[src/hw/rtl/u8u16_pkg.sv]
`default_nettype none

package u8u16_pkg;

  localparam logic [5:0]  UNIT_LIMIT_RESET = 6'd36;
  localparam logic [5:0]  UNIT_LIMIT_MAX   = 6'd63;
  localparam logic [15:0] SURR_HI_BASE     = 16'hD800;
  localparam logic [15:0] SURR_LO_BASE     = 16'hDC00;
  localparam logic [20:0] SUPP_BASE        = 21'h10000;
  localparam logic [20:0] CP_MAX           = 21'h10FFFF;
  localparam logic [9:0]  TEN_BIT_MASK     = 10'h3FF;

  typedef struct packed {
    logic [7:0] data_byte;
    logic       begins_string;
  } in_t;

  typedef struct packed {
    logic [15:0] code_unit;
    logic        unit_present;
    logic        run_end;
    logic [5:0]  units_written;
  } out_t;

  // what the byte taken this cycle asks for
  typedef enum logic [1:0] {
    ACT_NONE,
    ACT_ONE,
    ACT_PAIR,
    ACT_FINISH
  } act_t;

  typedef struct packed {
    logic accept;
    logic emit_hi;
    logic emit_lo;
    logic pad;
    logic close;
  } cmd_t;

  typedef struct packed {
    act_t act;
    logic out_free;
    logic lo_fills;
    logic pad_done;
  } status_t;

endpackage

`default_nettype wire

[src/hw/rtl/u8u16_ctrl.sv]
`default_nettype none

module u8u16_ctrl (
  input  wire logic              clk,
  input  wire logic              rst_n,
  input  wire logic              in_valid,
  output logic                   in_stall,
  input  wire u8u16_pkg::status_t sts,
  output u8u16_pkg::cmd_t        cmd
);

  typedef enum logic [2:0] {
    S_IDLE,
    S_HI,
    S_LO,
    S_PAD,
    S_CLOSE
  } state_t;

  state_t state_r, state_nxt;

  assign in_stall = (state_r != S_IDLE);

  always_comb begin
    state_nxt   = state_r;
    cmd         = '0;
    unique case (state_r)
      S_IDLE: begin
        if (in_valid) begin
          cmd.accept = 1'b1;
          unique case (sts.act)
            u8u16_pkg::ACT_NONE:   state_nxt = S_IDLE;
            u8u16_pkg::ACT_ONE:    state_nxt = S_LO;
            u8u16_pkg::ACT_PAIR:   state_nxt = S_HI;
            u8u16_pkg::ACT_FINISH: state_nxt = S_PAD;
            default:               state_nxt = S_IDLE;
          endcase
        end
      end
      S_HI: begin
        if (sts.out_free) begin
          cmd.emit_hi = 1'b1;
          state_nxt   = S_LO;
        end
      end
      S_LO: begin
        if (sts.out_free) begin
          cmd.emit_lo = 1'b1;
          state_nxt   = sts.lo_fills ? S_PAD : S_IDLE;
        end
      end
      S_PAD: begin
        if (sts.pad_done) begin
          state_nxt = S_CLOSE;
        end else if (sts.out_free) begin
          cmd.pad = 1'b1;
        end
      end
      S_CLOSE: begin
        if (sts.out_free) begin
          cmd.close = 1'b1;
          state_nxt = S_IDLE;
        end
      end
      default: state_nxt = S_IDLE;
    endcase
  end

  always_ff @(posedge clk) begin
    if (!rst_n) begin
      state_r <= S_IDLE;
    end else begin
      state_r <= state_nxt;
    end
  end

endmodule

`default_nettype wire

[src/hw/rtl/u8u16_dp.sv]
`default_nettype none

module u8u16_dp (
  input  wire logic               clk,
  input  wire logic               rst_n,
  input  wire u8u16_pkg::in_t     in_data,
  input  wire logic               cfg_valid,
  input  wire logic [5:0]         cfg_data,
  input  wire logic               out_stall,
  output logic                    out_valid,
  output u8u16_pkg::out_t         out_data,
  input  wire u8u16_pkg::cmd_t    cmd,
  output u8u16_pkg::status_t      sts
);

  logic [5:0]  limit_r;
  logic [20:0] partial_r, partial_nxt;
  logic [1:0]  cont_r, cont_nxt;
  logic [5:0]  units_r;
  logic [5:0]  pad_r;
  logic        done_r;
  logic [15:0] hi_r, lo_r, hi_nxt, lo_nxt;
  logic        out_valid_r;
  u8u16_pkg::out_t out_r;

  logic [5:0]  lim;
  logic        eff_done;
  logic [5:0]  eff_units;
  logic [1:0]  eff_cont;
  logic [20:0] eff_partial;
  logic [7:0]  b;
  logic [20:0] cp;
  logic [20:0] cp_off;
  logic        have_cp;
  logic [6:0]  units_inc;
  u8u16_pkg::act_t act;

  assign lim = (limit_r < u8u16_pkg::UNIT_LIMIT_MAX) ? limit_r : u8u16_pkg::UNIT_LIMIT_MAX;
  assign b   = in_data.data_byte;

  assign eff_done    = in_data.begins_string ? 1'b0  : done_r;
  assign eff_units   = in_data.begins_string ? 6'd0  : units_r;
  assign eff_cont    = in_data.begins_string ? 2'd0  : cont_r;
  assign eff_partial = in_data.begins_string ? 21'd0 : partial_r;

  assign units_inc = {1'b0, units_r} + 7'd1;

  // byte decode against the state as it stands after a begin-string clear
  always_comb begin
    act         = u8u16_pkg::ACT_NONE;
    partial_nxt = eff_partial;
    cont_nxt    = eff_cont;
    cp          = '0;
    have_cp     = 1'b0;
    if (eff_done) begin
      act = u8u16_pkg::ACT_NONE;
    end else if (eff_units >= lim) begin
      act = u8u16_pkg::ACT_FINISH;
    end else if (eff_cont != 2'd0) begin
      if (b[7:6] != 2'b10) begin
        act = u8u16_pkg::ACT_FINISH;
      end else begin
        partial_nxt = {eff_partial[14:0], b[5:0]};
        cont_nxt    = eff_cont - 2'd1;
        if (cont_nxt == 2'd0) begin
          cp          = {eff_partial[14:0], b[5:0]};
          partial_nxt = '0;
          have_cp     = 1'b1;
        end
      end
    end else if (b == 8'd0) begin
      act = u8u16_pkg::ACT_FINISH;
    end else if (b[7] == 1'b0) begin
      cp      = {13'd0, b};
      have_cp = 1'b1;
    end else if (b[7:5] == 3'b110) begin
      partial_nxt = {16'd0, b[4:0]};
      cont_nxt    = 2'd1;
    end else if (b[7:4] == 4'b1110) begin
      partial_nxt = {17'd0, b[3:0]};
      cont_nxt    = 2'd2;
    end else if (b[7:3] == 5'b11110) begin
      partial_nxt = {18'd0, b[2:0]};
      cont_nxt    = 2'd3;
    end else begin
      act = u8u16_pkg::ACT_FINISH;
    end

    if (have_cp) begin
      if (cp < u8u16_pkg::SUPP_BASE) begin
        act = u8u16_pkg::ACT_ONE;
      end else if (cp <= u8u16_pkg::CP_MAX) begin
        // a pair needs room for both halves
        if (({1'b0, eff_units} + 7'd1) >= {1'b0, lim}) begin
          act = u8u16_pkg::ACT_FINISH;
        end else begin
          act = u8u16_pkg::ACT_PAIR;
        end
      end else begin
        act = u8u16_pkg::ACT_FINISH;
      end
    end
    if (act == u8u16_pkg::ACT_FINISH) begin
      partial_nxt = '0;
      cont_nxt    = '0;
    end
  end

  assign cp_off = cp - u8u16_pkg::SUPP_BASE;

  always_comb begin
    if (act == u8u16_pkg::ACT_PAIR) begin
      hi_nxt = u8u16_pkg::SURR_HI_BASE + {6'd0, cp_off[19:10]};
      lo_nxt = u8u16_pkg::SURR_LO_BASE + {6'd0, cp_off[9:0] & u8u16_pkg::TEN_BIT_MASK};
    end else begin
      hi_nxt = '0;
      lo_nxt = cp[15:0];
    end
  end

  assign sts.act      = act;
  assign sts.out_free = !out_valid_r || !out_stall;
  assign sts.lo_fills = (units_inc >= {1'b0, lim});
  assign sts.pad_done = (pad_r >= lim);

  always_ff @(posedge clk) begin
    if (!rst_n) begin
      limit_r     <= u8u16_pkg::UNIT_LIMIT_RESET;
      partial_r   <= '0;
      cont_r      <= '0;
      units_r     <= '0;
      pad_r       <= '0;
      done_r      <= 1'b0;
      out_valid_r <= 1'b0;
    end else begin
      if (cfg_valid) begin
        limit_r <= cfg_data;
      end
      if (cmd.accept) begin
        partial_r <= partial_nxt;
        cont_r    <= cont_nxt;
        units_r   <= eff_units;
        pad_r     <= eff_units;
        done_r    <= eff_done;
      end
      if (cmd.emit_hi || cmd.emit_lo) begin
        units_r <= units_inc[5:0];
        pad_r   <= units_inc[5:0];
      end
      if (cmd.pad) begin
        pad_r <= pad_r + 6'd1;
      end
      if (cmd.close) begin
        done_r <= 1'b1;
      end
      if (cmd.emit_hi || cmd.emit_lo || cmd.pad || cmd.close) begin
        out_valid_r <= 1'b1;
      end else if (!out_stall) begin
        out_valid_r <= 1'b0;
      end
    end
  end

  always_ff @(posedge clk) begin
    if (cmd.accept) begin
      hi_r <= hi_nxt;
      lo_r <= lo_nxt;
    end
    if (cmd.emit_hi) begin
      out_r <= '{code_unit: hi_r, unit_present: 1'b1, run_end: 1'b0, units_written: 6'd0};
    end else if (cmd.emit_lo) begin
      out_r <= '{code_unit: lo_r, unit_present: 1'b1, run_end: 1'b0, units_written: 6'd0};
    end else if (cmd.pad) begin
      out_r <= '{code_unit: 16'd0, unit_present: 1'b1, run_end: 1'b0, units_written: 6'd0};
    end else if (cmd.close) begin
      out_r <= '{code_unit: 16'd0, unit_present: 1'b0, run_end: 1'b1,
                 units_written: units_r};
    end
  end

  assign out_valid = out_valid_r;
  assign out_data  = out_r;

endmodule

`default_nettype wire

[src/hw/rtl/utf8_to_utf16le_transcoder.sv]
// UTF-8 to UTF-16 transcoder.
// Input channel in_valid/in_stall/in_data carries one UTF-8 byte per word,
// with begins_string set on the first byte of a string. Output channel
// out_valid/out_stall/out_data carries one UTF-16 unit, padding unit or
// closing word (run_end set, units_written holding the real unit count).
// cfg_valid/cfg_ready/cfg_data writes the unit limit; cfg_ready is always
// high and the limit should only change while the block is idle.
// A byte that completes no codepoint is only accepted. A byte that yields one
// unit is accepted, then loaded into the output register; a surrogate pair
// loads the high unit, then the low unit. Ending a string sends each padding
// unit in turn, then does the padding check and sends the closing word.
// The controller holds in_stall while it has units to send, so bytes are
// taken one at a time; the output register lets a unit wait for the
// receiver while the next byte is accepted.
// When out_stall is high a valid output word holds and the controller waits.
// Synchronous reset (rst_n low) sets the limit to 36, clears the decoder and
// the unit count, and leaves the block ready for a new string.
`default_nettype none

module utf8_to_utf16le_transcoder (
  input  wire logic            clk,
  input  wire logic            rst_n,
  input  wire logic            in_valid,
  output logic                 in_stall,
  input  wire u8u16_pkg::in_t  in_data,
  output logic                 out_valid,
  input  wire logic            out_stall,
  output u8u16_pkg::out_t      out_data,
  input  wire logic            cfg_valid,
  output logic                 cfg_ready,
  input  wire logic [5:0]      cfg_data
);

  u8u16_pkg::cmd_t    cmd;
  u8u16_pkg::status_t sts;

  assign cfg_ready = 1'b1;

  u8u16_ctrl u_ctrl (
    .clk      (clk),
    .rst_n    (rst_n),
    .in_valid (in_valid),
    .in_stall (in_stall),
    .sts      (sts),
    .cmd      (cmd)
  );

  u8u16_dp u_dp (
    .clk       (clk),
    .rst_n     (rst_n),
    .in_data   (in_data),
    .cfg_valid (cfg_valid),
    .cfg_data  (cfg_data),
    .out_stall (out_stall),
    .out_valid (out_valid),
    .out_data  (out_data),
    .cmd       (cmd),
    .sts       (sts)
  );

endmodule

`default_nettype wire
[config.mk]
export PLATFORM = sky130hd
export DESIGN_NAME = utf8_to_utf16le_transcoder
export DESIGN_NICKNAME = d
export VERILOG_FILES = /design/src/hw/rtl/u8u16_pkg.sv /design/src/hw/rtl/u8u16_ctrl.sv /design/src/hw/rtl/u8u16_dp.sv /design/src/hw/rtl/utf8_to_utf16le_transcoder.sv
export SDC_FILE = /design/constraint.sdc
export NUM_CORES = 1
export LEC_CHECK = 0
export ABC_CLOCK_PERIOD_IN_PS = 6400
export BUFFER_PORTS_ARGS = -buffer_cell sky130_fd_sc_hd__buf_2
export CAP_MARGIN = 40
export CORE_ASPECT_RATIO = 0.6
export CORE_MARGIN = 4
export CORE_UTILIZATION = 25
export CTS_CLUSTER_DIAMETER = 200
export DETAILED_ROUTE_END_ITERATION = 8
export PLACE_DENSITY_LB_ADDON = 0.15
export SETUP_SLACK_MARGIN = 0.4
export SYNTH_ARGS = -nofsm -noshare
export SYNTH_HDL_FRONTEND = slang
export SYNTH_SLANG_ARGS = --single-unit
[constraint.sdc]
create_clock -name clk -period 6.4 [get_ports clk]
set_input_delay 0.64 -clock clk [delete_from_list [all_inputs] [get_ports clk]]
set_output_delay 0.64 -clock clk [all_outputs]
set_load 0.02 [all_outputs]
==> impl_metrics.json, run 1 <==
{
  "outcome": "completed",
  "gr-usage-all-layers_pct": 13.5,
  "path_clk_slew_ps": 70,
  "stdcell_count": 825,
  "drive_gt1_share_pct": 16.5,
  "detail-route-antenna-nets": 0,
  "slowest_delay_ps": 520,
  "drt_iter0_drc": 314,
  "vias": 4021,
  "start_kind": "primary input",
  "switchingPower_uw": 729,
  "start_util_pct": 25.9,
  "yosysSeqAreaShare_pct": 45.0,
  "p_total_uw": 1990,
  "fp.dieH_um": 118,
  "pwr-share-comb_pct": 29.2,
  "wl_mm": 14.9,
  "critPathRequiredTime_ps": 6620,
  "final_max_slew_viol_count": 0,
  "multi_input_area_mm2": 0.00257,
  "die_x_um": 191,
  "yosysWarningCount": 0,
  "firstDrtPassIters": 4,
  "core_area_mm2": 0.0193,
  "yosysUniqueCellTypes": 75,
  "crit_buf_inv": 1,
  "grt_pass1_wl_mm": 23.3,
  "worstPathArrival_ps": 4330,
  "power.internal_uw": 1270,
  "nets": 596,
  "antenna_found_initial": 0,
  "ctsHoldBuffers": 0,
  "cts.repair.resized": 0,
  "period_needed_ps": 4110,
  "crit_chain": "buf_2 -> nand2b_1 -> ha_1 -> nand4bb_4 -> nor3_1 -> nand2_1 -> a21oi_2 -> nand2_1 -> ha_1 -> o21ai_1 -> nand4_1 -> a221oi_2 -> o211ai_2 -> nand3_4 -> or3_1 -> o21ai_0",
  "hold_class": "flip-flop to flip-flop",
  "rr_startpoint": "u_dp.units_r[0]",
  "avgViaCountPerCell": 4.87,
  "post_cts_buffers": 0,
  "p_sw_share_pct": 36.5,
  "avgSynthCellArea_um2": 9.62,
  "cpLargestDelayFamily": "simple AND/OR/NAND/NOR gates",
  "synth_top_cells_by_count": "nand2_1, dfxtp_1, edfxtp_1",
  "syn_nets": 563,
  "tritoncts": "done",
  "ys.flop_type": "dfxtp_1",
  "synthCells": 521,
  "ys_ff_latch": 91,
  "p_leak_uw": 0.00227,
  "synthDominantCellAreaShare_pct": 25.8,
  "finalSetupViolCount": 0,
  "relSlewSlack_pct": 38.3,
  "grt_pass1_vias": 3813,
  "htreeDepth": 3,
  "dp_cells": 809,
  "cp-end-kind": "flip-flop",
  "antenna_cells": 0,
  "async_reset_ff_share_pct": 0,
  "dp_hpwl_mm": 11.4,
  "yosysMostFrequentCell": "nand2_1",
  "regArea_mm2": 0.00225,
  "yosysTopAreaCell": "edfxtp_1",
  "final.period_utilization_pct": 64.2,
  "finalHoldViolations": 0,
  "cts_inserted_buffers": 9,
  "cpMaxStageDelayCell": "a21oi_2",
  "die_area_mm2": 0.0224,
  "worstMarginPinSlew_ps": 924,
  "synth_edf_count": 43,
  "clock_skew_ps": 9.47,
  "pwr-share-seq_pct": 42.2,
  "ctsRootBufferMaster": "clkbuf_16",
  "num_rows": 39,
  "rsz0062_at_grt": "no",
  "min_from": "u_dp.partial_r[2]",
  "place_congestion": 0.875,
  "crit_fanout": 25,
  "setup_tns_ps": 0,
  "clock_sinks": 91,
  "drc": 0,
  "synthesis.area_mm2": 0.00501,
  "peakVddDrop_uv": 147,
  "clockBufferDepth": 2,
  "crit_type": "primary input to flip-flop",
  "syn_to_final_growth_pct": 15.6,
  "io_pins": 47,
  "clock_power_share_pct": 28.6,
  "drv_cap": 0,
  "overflow": 0,
  "grt_max_degree": 32,
  "port_buffers": 45,
  "cp-startpoint": "in_data[0]",
  "synth_area_leaders": "edfxtp_1, dfxtp_1, ha_1",
  "n_fill_cell": 2054,
  "wire_per_inst_um": 18.0,
  "fmax_ghz": 0.243,
  "clock_latency_ps": 350,
  "powerDensity_mw_per_mm2": 345
}
per-stage QoR:
stage	util (%)	worst slack (ps)	hold WS (ps)	cell area, µm²
after detailed placement	28.3	1970	431	5480
after floorplan	-	2530	417	5010
final	30.0	2290	443	5790
after global routing	30.0	1880	490	5790
after CTS	30.0	2340	440	5790
after global placement	28.3	2090	430	5470
per-layer routing:
metal | wire length [µm] | share of wire [%] | global-route usage (%) | vias up
li1 | - | - | - | 1959
met1 | 8810 | 59 | 23.8 | 1917
met2 | 4860 | 33 | 14.8 | 143
met3 | 1150 | 7.7 | 3.94 | 2
met4 | 34 | 0.23 | 2.42 | 0
met5 | 0 | 0 | 0 | -
final cells by class:
| type | count | area share, % |
|---|---|---|
| multi-input cells | 384 | 44.4 |
| clock inverters | 7 | 1.51 |
| clock buffers | 9 | 3.89 |
| inverters | 20 | 1.30 |
| flip-flops and latches | 91 | 38.9 |
| well taps | 266 | 5.75 |
| repair buffers | 48 | 4.28 |
cells by family (layout without fill, tap and decap cells):
kind of cell,after synthesis,after routing,synth area share [%]
and+or+nand+nor,208,208,22.0
AOI/OAI and AO/OA,132,132,19.6
DFF,91,91,45.0
buffers and inverters,46,84,3.95
adders and majority gates,24,24,5.89
xor gates and xnor gates,10,10,1.75
muxes,9,9,1.80
other,1,1,0.0749
sequential cells by signal, indices dropped and copies added (netlist names):
register	cells
u_dp.out_valid	1
u_dp.out_data	24
u_dp.partial_r	15
u_dp.cont_r	2
u_dp.hi_r	11
u_dp.done_r	1
u_dp.pad_r	6
u_dp.lo_r	16
u_ctrl.state_r	3
u_dp.units_r	6
u_dp.limit_r	6
power groups by stage:
stage	clock network [µW]	registers [µW]	logic, µW
floorplan	0	904	329
global placement	0	852	577
detailed placement	0	856	583
CTS	589	843	586
global route	615	857	647
finish	571	842	582
cells in the final DEF, fill, tap and decap left out, types with 4 or more instances in the layout:
cell / netlist / layout
nand2b_1: 12 / 12
and2_1: 17 / 17
nor2_1: 40 / 39
nand3_1: 14 / 14
or3_1: 7 / 7
o21ai_0: 20 / 20
xnor2_1: 5 / 5
a21boi_0: 4 / 4
mux2i_1: 9 / 9
edfxtp_1: 43 / 43
a22o_1: 15 / 15
nor3_1: 10 / 10
a21o_1: 9 / 9
a211oi_1: 4 / 4
a21oi_1: 24 / 24
o21ai_1: 5 / 5
inv_1: 20 / 20
ha_1: 22 / 22
o21a_1: 4 / 4
nand2_1: 57 / 57
o211ai_1: 4 / 4
nor2b_1: 22 / 22
buf_2: 11 / 45
dfxtp_1: 48 / 48
nand4_1: 6 / 6
clkbuf_16: 0 / 9
xor2_1: 5 / 5
path summary, 6_finish.rpt:
kind | slack (ps) | depth (start not counted) | end
worst max register to register | 2500 | 15 | u_dp.cont_r[1]
worst max-delay path | 2290 | 16 | u_dp.cont_r[1]
worst min-delay path | 440 | 2 | u_dp.partial_r[2]
worst min register to register | 440 | 2 | u_dp.partial_r[2]
worst register-to-register path, delay by kind of cell, from the launching register on:
kind	cells	cell delay, ps
AO/OA/AOI/OAI	7	1650
adder cells (fa/ha/maj)	2	420
flip-flops	1	620
AND/OR/NAND/NOR	6	1090
(Power assumes the default switching activity.)
==> run 2: changes to the inputs <==
--- a/config.mk
+++ b/config.mk
@@ -5,7 +5,7 @@
 export SDC_FILE = /design/constraint.sdc
 export NUM_CORES = 1
 export LEC_CHECK = 0
-export ABC_CLOCK_PERIOD_IN_PS = 6400
+export ABC_CLOCK_PERIOD_IN_PS = 4200
 export BUFFER_PORTS_ARGS = -buffer_cell sky130_fd_sc_hd__buf_2
 export CAP_MARGIN = 40
 export CORE_ASPECT_RATIO = 0.6
==> constraint.sdc (replaced) <==
create_clock -name clk -period 4.2 [get_ports clk]
set_input_delay 0.42 -clock clk [delete_from_list [all_inputs] [get_ports clk]]
set_output_delay 0.42 -clock clk [all_outputs]
set_load 0.02 [all_outputs]
==> impl_metrics.json, run 2 (same netlist as run 1, synthesis figures left out) <==
{
  "ctsHoldBuffers": 0,
  "cp-startpoint": "u_dp.units_r[1]",
  "crit_end": "u_dp.hi_r[0]",
  "dp_hpwl_mm": 11.5,
  "relSlewSlack_pct": 49.5,
  "final_common_cell": "nand2_1",
  "nets": 602,
  "rsz0062_at_grt": "no",
  "drc": 0,
  "fmax_ghz": 0.297,
  "path_clk_slew_ps": 70,
  "cts.repair.resized": 0,
  "outcome": "completed",
  "reg2reg_depth": 14,
  "detail-route-antenna-nets": 0,
  "overflow": 0,
  "start_util_pct": 25.9,
  "drv_cap": 0,
  "finalSetupViolCount": 0,
  "clock_latency_ps": 350,
  "finalHoldViolations": 0,
  "stdcell_count": 831,
  "crit_fanout": 16,
  "grt_pass1_vias": 3921,
  "crit_type": "flip-flop to flip-flop",
  "worstPathArrival_ps": 3460,
  "core_area_mm2": 0.0193,
  "firstDrtPassIters": 6,
  "cts_inserted_buffers": 9,
  "met1_usage_pct": 23.7,
  "rr_startpoint": "u_dp.units_r[1]",
  "avgViaCountPerCell": 4.85,
  "tritoncts": "done",
  "r2r_slack_ps": 840,
  "hold_class": "primary input to flip-flop",
  "grtUsageMet3_pct": 3.41,
  "htreeDepth": 3,
  "p_leak_uw": 0.00231,
  "critPathRequiredTime_ps": 4300,
  "peakVddDrop_uv": 212,
  "drt_iter0_drc": 324,
  "antenna_found_initial": 0,
  "num_rows": 39,
  "syn_to_final_growth_pct": 16.6,
  "start_kind": "flip-flop",
  "largest_reg_flops": 24,
  "wl_mm": 14.8,
  "clock_skew_ps": 11.9,
  "drive_gt1_share_pct": 17.3,
  "cp-end-kind": "flip-flop",
  "setup_tns_ps": 0,
  "die_x_um": 191,
  "post_cts_buffers": 0,
  "final.period_utilization_pct": 80.0,
  "gr-usage-met2_pct": 15.5,
  "final_max_slew_viol_count": 0,
  "period_needed_ps": 3360,
  "ctsRootBufferMaster": "clkbuf_16",
  "rr_endpoint": "u_dp.hi_r[0]",
  "grt_max_degree": 28,
  "gr-usage-all-layers_pct": 13.5,
  "grt-busiest-layer": "met1",
  "clock_sinks": 91,
  "holdPathStages": 3,
  "wire_per_inst_um": 17.9,
  "worstMarginPinSlew_ps": 753,
  "n_fill_cell": 2036,
  "place_congestion": 0.894,
  "clockBufferDepth": 2,
  "io_pins": 47,
  "vias": 4034,
  "dp_cells": 814,
  "antenna_cells": 0,
  "powerDensity_mw_per_mm2": 527,
  "fp.dieH_um": 118,
  "layout_common_cells": "nand2_1, dfxtp_1, buf_2, edfxtp_1, nor2_1",
  "port_buffers": 45,
  "die_area_mm2": 0.0224,
  "grt_pass1_wl_mm": 23.4
}
[run 2: changes by cell type in the layout (fill, tap and decap cells not counted), sizes merged]
cell | before | now
buf | 48 | 54
[run 2: cell type report]
type | instances | area [µm²] | area share, %
inverters | 20 | 75.1 | 1.29
well taps | 266 | 333 | 5.70
clock buffers | 9 | 225 | 3.86
multi-input cells | 384 | 2570 | 44.0
flip-flops and latches | 91 | 2250 | 38.6
repair buffers | 54 | 300 | 5.14
clock inverters | 7 | 87.6 | 1.50
[run 2: critical path: stages, from the launching register on]
cell and delay [ps]:
dfxtp_1 550, nor2b_1 260, ha_1 260, a21o_1 180
o22a_1 260, a21oi_2 260, nand2_1 130, ha_1 210
o21ai_1 70, nand4_1 110, a221oi_2 310, nor2_1 110
nand2_2 90, nor2_2 130, and2_1 190
[run 2: how the worst min path moves through the flow]
| stage | slack [ps] | to | from |
|---|---|---|---|
| final | 300 | u_dp.limit_r[2] | cfg_data[2] |
| after floorplan | 420 | u_dp.partial_r[2] | u_dp.partial_r[2] |
| after global routing | 320 | u_dp.limit_r[2] | cfg_data[2] |
| after global placement | 430 | u_dp.partial_r[2] | u_dp.partial_r[2] |
| after CTS | 290 | u_dp.limit_r[2] | cfg_data[2] |
| after detailed placement | 440 | u_dp.partial_r[2] | u_dp.partial_r[2] |
[run 2: metal layers]
layer	wire, µm	part of all wire, %
met1	8490	57
met2	4940	33
met3	1340	9.0
met4	86	0.58
met5	0	0
[run 2: where the power goes]
group          switching (µW)  internal (µW)  leakage, µW
registers                95.2           1170     0.000813
logic                     635            307      0.00134
clock network             395            477     0.000154
total                    1130           1950      0.00231
[run 2: stage by stage]
| step | power [µW] | worst slack [ps] | area, µm² | utilization (%) | hold WS (ps) |
|---|---|---|---|---|---|
| finish | 3080 | 838 | 5840 | 30.2 | 301 |
| CTS | 3090 | 840 | 5830 | 30.2 | 294 |
| floorplan | 1880 | 547 | 5010 | - | 417 |
| global placement | 2190 | 633 | 5510 | 28.5 | 433 |
| global route | 3260 | 557 | 5840 | 30.2 | 317 |
| detailed placement | 2210 | 552 | 5510 | 28.5 | 439 |
==> run 3: changes to the inputs <==
--- a/config.mk
+++ b/config.mk
@@ -5,7 +5,7 @@
 export SDC_FILE = /design/constraint.sdc
 export NUM_CORES = 1
 export LEC_CHECK = 0
-export ABC_CLOCK_PERIOD_IN_PS = 4200
+export ABC_CLOCK_PERIOD_IN_PS = 2950
 export BUFFER_PORTS_ARGS = -buffer_cell sky130_fd_sc_hd__buf_2
 export CAP_MARGIN = 40
 export CORE_ASPECT_RATIO = 0.6
==> constraint.sdc (replaced) <==
create_clock -name clk -period 2.95 [get_ports clk]
set_input_delay 0.295 -clock clk [delete_from_list [all_inputs] [get_ports clk]]
set_output_delay 0.295 -clock clk [all_outputs]
set_load 0.02 [all_outputs]
==> impl_metrics.json, run 3 (same netlist as run 1, synthesis figures left out) <==
{
  "layout_common_cells": "nand2_1, buf_4, buf_2, dfxtp_1, edfxtp_1",
  "powerDensity_mw_per_mm2": 683,
  "outcome": "completed",
  "worstPathArrival_ps": 3020,
  "p_leak_uw": 0.00258,
  "tritoncts": "done",
  "rsz0062_at_grt": "yes",
  "crit_fanout": 8,
  "cpMaxStageDelayCell": "dfxtp_2",
  "num_rows": 39,
  "grt_pass1_vias": 4064,
  "port_buffers": 45,
  "cts_inserted_buffers": 9,
  "largest_reg_flops": 24,
  "grt_pass1_wl_mm": 24.0,
  "slowest_delay_ps": 360,
  "fin_hold_ws_ps": 186,
  "reg2reg_depth": 14,
  "syn_to_final_growth_pct": 27.6,
  "path_clk_slew_ps": 70,
  "cp-end-kind": "flip-flop",
  "holdPathStages": 3,
  "start_util_pct": 25.9,
  "crit_buf_inv": 0,
  "final_common_cell": "nand2_1",
  "detail-route-antenna-nets": 0,
  "wl_mm": 15.4,
  "rr_endpoint": "u_dp.hi_r[5]",
  "place_congestion": 0.854,
  "top_layer": "met4",
  "r2r_slack_ps": 40,
  "grt_max_degree": 28,
  "rr_startpoint": "u_dp.units_r[1]",
  "dp_hpwl_mm": 11.9,
  "gr-usage-all-layers_pct": 13.9,
  "cp-startpoint": "u_dp.units_r[1]",
  "final.period_utilization_pct": 98.7,
  "die_x_um": 191,
  "wire_per_inst_um": 17.5,
  "clock_latency_ps": 350,
  "avgViaCountPerCell": 4.81,
  "vias": 4215,
  "period_needed_ps": 2910,
  "hold_class": "primary input to flip-flop",
  "crit_chain": "nor2b_4 -> ha_4 -> a21o_1 -> o22a_2 -> a21oi_4 -> nand2_4 -> ha_4 -> o21ai_2 -> nand4_1 -> a221oi_2 -> nor2_2 -> nand2_4 -> nor2_4 -> and2_4",
  "drive_gt1_share_pct": 29.2,
  "ctsRootBufferMaster": "clkbuf_16",
  "peakVddDrop_uv": 281,
  "min_to": "u_dp.limit_r[2]",
  "die_area_mm2": 0.0224,
  "clock_sinks": 91,
  "nets": 648,
  "critPathRequiredTime_ps": 3060,
  "clock_skew_ps": 11.3,
  "firstDrtPassIters": 4,
  "drt-met1-wl_mm": 8.91,
  "htreeDepth": 3,
  "met2_length_mm": 5.34,
  "final_max_slew_viol_count": 0,
  "min_from": "cfg_data[2]",
  "clockBufferDepth": 2,
  "drt_iter0_drc": 245,
  "finalSetupViolCount": 0,
  "io_pins": 47,
  "overflow": 0,
  "core_area_mm2": 0.0193,
  "finalHoldViolations": 0,
  "antenna_found_initial": 0,
  "worstMarginPinSlew_ps": 631,
  "ctsHoldBuffers": 0,
  "drc": 0,
  "crit_type": "flip-flop to flip-flop",
  "p_total_uw": 4370,
  "cpLargestDelayFamily": "compound AO/OA/AOI/OAI gates",
  "fp.dieH_um": 118,
  "met3_length_mm": 1.03,
  "fmax_ghz": 0.343,
  "start_kind": "flip-flop",
  "relSlewSlack_pct": 58.0,
  "drv_cap": 0
}
-- run 3: cell count changes in the layout (fill, tap and decap cells not counted), sizes merged --
cell      change
diode         +1
nor2          +1
clkinv        -1
clkinvlp      +3
buf          +45
inv           -2
bufinv        -1
-- run 3: repair_timing --
action | 4_1_cts | 5_1_grt
gates cloned | 1 | 0
setup buffers | 4 | 3
setup endpoints to repair | 35 | 36
resized for setup | 26 | 18
pin swaps | 14 | 12
-- run 3: final cells by class --
| cell class | instances | area [µm²] |
|---|---|---|
| Clock buffer | 9 | 225 |
| Tap cell | 266 | 333 |
| Antenna cell | 1 | 2.50 |
| Multi-Input combinational cell | 385 | 2790 |
| Inverter | 20 | 75.1 |
| Timing Repair Buffer | 99 | 661 |
| Sequential cell | 91 | 2260 |
| Fill cell | 2027 | 12900 |
| Clock inverter | 6 | 48.8 |
-- run 3: power by group --
group	switching, µW	internal (µW)
sequential	121	1670
clock	537	575
combinational	955	508
-- run 3: tightest hold or removal path: cells and delay by family --
family	cells	cell delay, ps
buffers and inverters	1	80
AND/OR/NAND/NOR	1	50
AO/OA/AOI/OAI	1	70
-- run 3: metrics by stage --
| stage | util (%) | instances | setup slack (ps) | TNS [ps] | instance area, µm² |
|---|---|---|---|---|---|
| after floorplan | - | 521 | -370 | -6870 | 5110 |
| after global placement | 30.4 | 853 | -310 | -4550 | 5870 |
| after detailed placement | 30.4 | 853 | -355 | -7850 | 5870 |
| after CTS | 32.6 | 873 | 29.8 | 0 | 6290 |
| after global routing | 33.1 | 876 | -106 | -2270 | 6390 |
| final | 33.1 | 877 | 38.5 | 0 | 6390 |
-- run 3: worst max path at each step --
stage / to / slack (ps) / depth (start not counted)
2_1_floorplan: u_dp.lo_r[10] / -370 / 20
3_3_place_gp: u_dp.cont_r[1] / -310 / 16
3_5_place_dp: u_dp.cont_r[1] / -360 / 16
4_1_cts: u_dp.lo_r[15] / 30 / 15
5_1_grt: u_dp.cont_r[1] / -110 / 16
6_report: u_dp.hi_r[5] / 40 / 14
-- run 3: layer usage --
metal | global-route usage [%] | up-vias
li1 | - | 2052
met1 | 24.0 | 2041
met3 | 3.35 | 8
met4 | 2.51 | 0
met5 | 0 | -
met2 | 16.4 | 114
